[src/hw/rtl/drsc_pkg.sv]
// ----------------------------------------------------------------------------
// drsc_pkg
// shared types, constants and exp tables for the dense classifier
// ----------------------------------------------------------------------------
package drsc_pkg;

  localparam int OUTPUTS_DEF = 10;
  localparam int INPUTS_DEF  = 784;
  localparam int IDX_W       = 13;
  localparam int VAL_W       = 16;
  localparam int ACC_W       = 32;
  localparam int PROB_W      = 17;
  localparam int CLS_W       = 4;
  localparam int EXP_W       = 17;
  localparam int EXP_INT_LEN = 12;

  localparam logic [1:0] OP_WEIGHT = 2'd0;
  localparam logic [1:0] OP_BIAS   = 2'd1;
  localparam logic [1:0] OP_PIXEL  = 2'd2;

  typedef struct packed {
    logic clear;      // zero accumulators, drop started flag
    logic pix;        // accept pixel beat into datapath
    logic max_step;   // fold one class into max
    logic exp_step;   // exp of one class, add to sum
    logic div_start;  // start divider for one class
    logic emit;       // load output register
    logic [5:0] sel;  // class under work
  } drsc_cmd_t;

  typedef struct packed {
    logic div_done;
    logic out_busy;
    logic pix_done;
  } drsc_sts_t;

  function automatic logic [16:0] exp_int_f(input logic [3:0] i);
    case (i)
      4'd0: return 17'd65536;  4'd1: return 17'd24109; 4'd2: return 17'd8869;
      4'd3: return 17'd3263;   4'd4: return 17'd1200;  4'd5: return 17'd442;
      4'd6: return 17'd162;    4'd7: return 17'd60;    4'd8: return 17'd22;
      4'd9: return 17'd8;      4'd10: return 17'd3;    4'd11: return 17'd1;
      default: return 17'd0;
    endcase
  endfunction

  function automatic logic [16:0] exp_frac_f(input logic [3:0] i);
    case (i)
      4'd0: return 17'd65536;  4'd1: return 17'd61565;  4'd2: return 17'd57835;
      4'd3: return 17'd54331;  4'd4: return 17'd51039;  4'd5: return 17'd47947;
      4'd6: return 17'd45042;  4'd7: return 17'd42313;  4'd8: return 17'd39750;
      4'd9: return 17'd37341;  4'd10: return 17'd35079; 4'd11: return 17'd32954;
      4'd12: return 17'd30957; 4'd13: return 17'd29081; 4'd14: return 17'd27319;
      default: return 17'd25664;
    endcase
  endfunction

endpackage

[src/hw/rtl/drsc_ctrl.sv]
// ----------------------------------------------------------------------------
// drsc_ctrl
// sequencer: accumulate, max, exp, divide, emit
// ----------------------------------------------------------------------------
module drsc_ctrl import drsc_pkg::*; #(
  parameter int OUTPUTS = OUTPUTS_DEF
) (
  input  logic       clk,
  input  logic       rst_n,
  input  logic       in_valid,
  output logic       in_ready,
  input  logic [1:0] op,
  input  logic       last,
  output logic       wr_en,
  output drsc_cmd_t  cmd,
  input  drsc_sts_t  sts
);
  typedef enum logic [6:0] {
    S_RUN  = 7'b0000001, S_WAIT = 7'b0000010, S_MAX = 7'b0000100,
    S_EXP  = 7'b0001000, S_DIV  = 7'b0010000, S_DWT = 7'b0100000,
    S_EMIT = 7'b1000000
  } state_t;

  state_t state_r, state_nxt;
  logic [5:0] cnt_r, cnt_nxt;
  logic acc;

  assign in_ready = (state_r == S_RUN);
  assign acc = in_valid && in_ready;
  assign wr_en = acc && (op == OP_WEIGHT || op == OP_BIAS);

  always_comb begin
    state_nxt = state_r; cnt_nxt = cnt_r;
    cmd = '0; cmd.sel = cnt_r;
    unique case (state_r)
      S_RUN: begin
        cmd.pix = acc && op == OP_PIXEL;
        if (cmd.pix && last) begin
          state_nxt = S_WAIT; cnt_nxt = '0;
        end
      end
      S_WAIT: if (sts.pix_done) state_nxt = S_MAX;
      S_MAX: begin
        cmd.max_step = 1'b1; cnt_nxt = cnt_r + 1'b1;
        if (32'(cnt_r) == OUTPUTS - 1) begin
          state_nxt = S_EXP; cnt_nxt = '0;
        end
      end
      S_EXP: begin
        cmd.exp_step = 1'b1; cnt_nxt = cnt_r + 1'b1;
        if (32'(cnt_r) == OUTPUTS - 1) begin
          state_nxt = S_DIV; cnt_nxt = '0;
        end
      end
      S_DIV: begin
        cmd.div_start = 1'b1; state_nxt = S_DWT;
      end
      S_DWT: if (sts.div_done) begin
        cnt_nxt = cnt_r + 1'b1;
        if (32'(cnt_r) == OUTPUTS - 1) begin
          state_nxt = S_EMIT; cnt_nxt = '0;
        end else state_nxt = S_DIV;
      end
      S_EMIT: if (!sts.out_busy) begin
        cmd.emit = 1'b1; cnt_nxt = cnt_r + 1'b1;
        if (32'(cnt_r) == OUTPUTS - 1) begin
          cmd.clear = 1'b1; state_nxt = S_RUN; cnt_nxt = '0;
        end
      end
      default: state_nxt = S_RUN;
    endcase
    if (state_r == S_WAIT) begin
      cmd.clear = 1'b0;
    end
  end

  always_ff @(posedge clk) begin
    if (!rst_n) begin
      state_r <= S_RUN; cnt_r <= '0;
    end else begin
      state_r <= state_nxt; cnt_r <= cnt_nxt;
    end
  end

  a_ready_run: assert property (@(posedge clk) disable iff (!rst_n)
    in_ready |-> state_r == S_RUN) else $error("ready outside run");
  a_emit_free: assert property (@(posedge clk) disable iff (!rst_n)
    cmd.emit |-> !sts.out_busy) else $error("emit over busy output");
  a_cnt: assert property (@(posedge clk) disable iff (!rst_n)
    32'(cnt_r) < OUTPUTS) else $error("count out of range");
endmodule

[config.mk]
export PLATFORM = sky130hd
export DESIGN_NAME = drsc_ctrl
export DESIGN_NICKNAME = d
export VERILOG_FILES = /design/src/hw/rtl/drsc_pkg.sv /design/src/hw/rtl/drsc_ctrl.sv
export SDC_FILE = /design/constraint.sdc
export NUM_CORES = 1
export LEC_CHECK = 0
export ABC_AREA = 1
export BUFFER_PORTS_ARGS = -buffer_cell sky130_fd_sc_hd__buf_2
export CAP_MARGIN = 25
export CORE_MARGIN = 3
export CORE_UTILIZATION = 35
export DETAILED_ROUTE_END_ITERATION = 10
export SETUP_SLACK_MARGIN = 0.1
export SYNTH_ARGS = -nofsm -noshare
export SYNTH_HDL_FRONTEND = slang
export SYNTH_SLANG_ARGS = --single-unit
[constraint.sdc]
create_clock -name clk -period 1.6 [get_ports clk]
set_clock_uncertainty 0.15 [all_clocks]
set_input_delay 0.32 -clock clk [delete_from_list [all_inputs] [get_ports clk]]
set_output_delay 0.32 -clock clk [all_outputs]
set_load 0.01 [all_outputs]
==> impl_metrics.py <==
metrics = {
    "hold_path": {
        "whs_path_depth": 3,
        "holdCritPathClass": "in2reg",
        "min_from": "rst_n",
    },
    "setup_path": {
        "arrival_ps": 1480,
        "critPathLaunch": "cnt_r[1]",
        "cp-end-kind": "output port",
        "startpoint_type": "flip-flop",
        "critical-path-slowest-cell": "dfxtp_2",
        "critPathMaxFanout": 2,
        "crit_chain": "inv_2 > ha_4 > nand3_2 > nand3b_1 > nor4_4 > buf_2",
        "worst_path_largest_cell_delay_ps": 340,
        "worst-r2r-cell-count": 12,
        "worstPathRequired_ps": 1130,
        "r2r_start": "state_r[0]",
        "path_class": "reg2out",
    },
    "yosys": {
        "synth.distinct_cells": 27,
        "yosys_warnings": 0,
        "syn_inst": 163,
        "synth_area_per_cell_sq_um": 6.371,
        "postSynthNetCount": 174,
        "synth-seq-cells": 13,
        "syn_area_sq_um": 1038,
        "ys_seq_area_share_pct": 25.06,
    },
    "finish": {
        "antenna_cells": 0,
        "fin_util_pct": 65.63,
        "stdcell_area_sq_um": 1826,
        "drive_above_1_share_pct": 62.45,
        "area_growth_pct": 75.78,
        "fin_nets": 241,
        "fill_cells": 224,
    },
    "route": {
        "drcViolationCount": 0,
        "vias": 1295,
        "ant_nets": 0,
        "drtPass1Iterations": 4,
        "wl_per_cell_um": 13.90,
        "routed_wirelength_mm": 3.615,
        "drt_iter0_markers": 50,
        "vias_per_cell": 4.981,
    },
    "outcome": {
        "outcome": "finished with violations",
        "violations": "negative setup slack",
    },
    "job": {
        "max-cap-violations": 0,
    },
    "placed_design": {
        "gp_congestion": 0.8562,
        "place_ws_ps": -67.34,
        "port_buffers": 22,
        "dp_hpwl_mm": 2.237,
        "dpl_cell_area_sq_um": 1350,
    },
    "grt": {
        "grt_pass1_vias": 1289,
        "track_usage_pct": 21.42,
        "grt_max_degree": 12,
        "grt_antenna_before_repair": 0,
        "grt-ovfl-total": 0,
        "grt_pass1_wl_mm": 5.727,
    },
    "floorplanning": {
        "fp.coreArea_sq_um": 2781,
        "die-width_um": 60.47,
        "ios": 23,
        "die_area_sq_um": 3657,
        "start_util_pct": 37.34,
        "die_y_um": 60.47,
        "rows": 19,
    },
    "sta": {
        "finalSetupViolations": 21,
        "worst_slack_ps": -350.5,
        "slew_headroom_pct": 63.88,
        "final_hold_viol_count": 0,
        "max_freq_ghz": 0.5127,
        "tightest_slew_ps": 541.8,
        "period_minus_slack_ps": 1950,
        "fin_crit_sh_pct": 121.9,
        "rsz0062_at_grt": "true",
        "whs_ps": 221.1,
        "finalMaxSlewViolations": 0,
    },
    "clocking": {
        "hold_buffers": 0,
        "clkLatencyLatePin_ps": 290,
        "cts_root_buffer": "clkbuf_4",
        "cts_tree": "yes",
        "clk_pin_slew_ps": 90,
        "cts_made_buffers": 3,
        "cts_max_level": 1,
        "cts_buffer_depth": 2,
        "cts_sinks": 13,
    },
    "power": {
        "irDropWorstVdd_uv": 962.3,
        "powerDensity_nw_per_um2": 1341,
        "power.leakage_nw": 0.8927,
    },
}
[flip-flops by register name, indices dropped and copies added, names as in the netlist]
signal and flops:
state_r 7, cnt_r 6
[power by group]
group          internal (mW)  leakage, nW  total, mW  switching (mW)
combinational          0.803        0.767       1.74           0.939
clock                 0.0971       0.0150      0.225           0.128
sequential             0.408        0.111      0.481          0.0723
[cells by family (layout without fill, tap and decap cells)]
group	Yosys count	in the layout	share of synthesized area [%]
buf+inv	30	95	11.45
fa+ha+maj	2	2	2.409
xor+xnor	2	2	1.687
compound gates	11	11	7.469
simple gates	105	106	51.93
flops	13	13	25.06
[worst max-delay path: cells and delay by family, from the launching register on]
family                     cells  cell delay, ps
adders and majority gates      1             130
DFF                            1             340
and+or+nand+nor                3             480
buffers and inverters          2             240
[worst paths after layout]
check | endpoint | slack, ps
worst max register to register | state_r[3] | -180
worst min-delay path | state_r[2] | 220
worst max-delay path | cmd[11] | -350
worst min register to register | cnt_r[2] | 420
[what timing repair did]
| action | in CTS | in global routing |
|---|---|---|
| buffers inserted | 20 | 4 |
| gates resized for setup | 46 | 38 |
| pin swaps | 19 | 21 |
| cloned | 1 | 0 |
| endpoints found under the setup margin | 20 | 21 |
[metal layers]
layer	up-vias	GRT usage [%]	routed length [um]
li1	651	-	-
met1	603	25.35	1420
met2	33	38.27	1933
met3	8	2.766	171
met4	0	9.907	90
met5	-	0	0
[cells in the mapped netlist, drive strengths merged]
library cell | n | area [sq um]
o211ai | 1 | 7.510
nand2 | 38 | 187.7
buf | 1 | 7.510
xor2 | 1 | 8.760
xnor2 | 1 | 8.760
nand4 | 2 | 12.51
a21oi | 6 | 33.78
nor4 | 2 | 12.51
o31ai | 1 | 21.27
inv | 29 | 111.4
nand3b | 2 | 15.01
o21ai | 3 | 15.01
nor2 | 43 | 198.9
nor3 | 4 | 20.02
nand3 | 14 | 92.59
dfxtp | 13 | 260.3
ha | 2 | 25.02
[through the flow]
stage | power [mW] | TNS (ps) | cells
floorplan | 1.227 | 0 | 163
global placement | 1.539 | -231.0 | 235
detailed placement | 1.559 | -399.1 | 235
CTS | 2.271 | -3235 | 260
global route | 2.644 | -4999 | 260
finish | 2.448 | -3395 | 260
[placed cells by master (no fill, tap or decap)]
cell / netlist / layout
nor3_1: 4 / 3
ha_4: 0 / 1
dfxtp_4: 0 / 5
dfxtp_2: 0 / 4
o21ai_1: 1 / 2
nand3_1: 11 / 6
o31ai_4: 1 / 1
nor3_2: 0 / 1
nand3_4: 1 / 3
a21oi_4: 0 / 1
a21oi_1: 5 / 3
nand2_2: 3 / 13
buf_6: 0 / 14
nor4_4: 0 / 1
nand3_2: 2 / 6
clkbuf_1: 0 / 1
xnor2_1: 1 / 1
buf_12: 0 / 1
buf_2: 0 / 19
xor2_1: 1 / 1
clkbuf_4: 0 / 3
ha_1: 2 / 1
inv_1: 22 / 16
nor2_2: 9 / 8
nand3b_1: 2 / 2
nand2_1: 30 / 18
nand2_4: 5 / 7
dfxtp_1: 13 / 4
buf_4: 1 / 28
nor4_1: 2 / 1
inv_2: 6 / 7
nor2_1: 32 / 23
a21oi_2: 1 / 2
o211ai_1: 1 / 1
nor2_4: 2 / 12
inv_4: 1 / 6
nand4_1: 2 / 2
o21ai_0: 2 / 1
[final cells by class]
cell class              instances  area [sq um]  share of cell area [%]
multi-input cells             121         869.6                   47.64
repair buffers                 62         483.0                   26.46
flip-flops and latches         13         284.0                   15.56
inverters                      29         123.9                   6.785
well taps                      31         38.79                   2.125
clock buffers                   4         26.28                   1.439
Power figures use the tool's default switching activity.
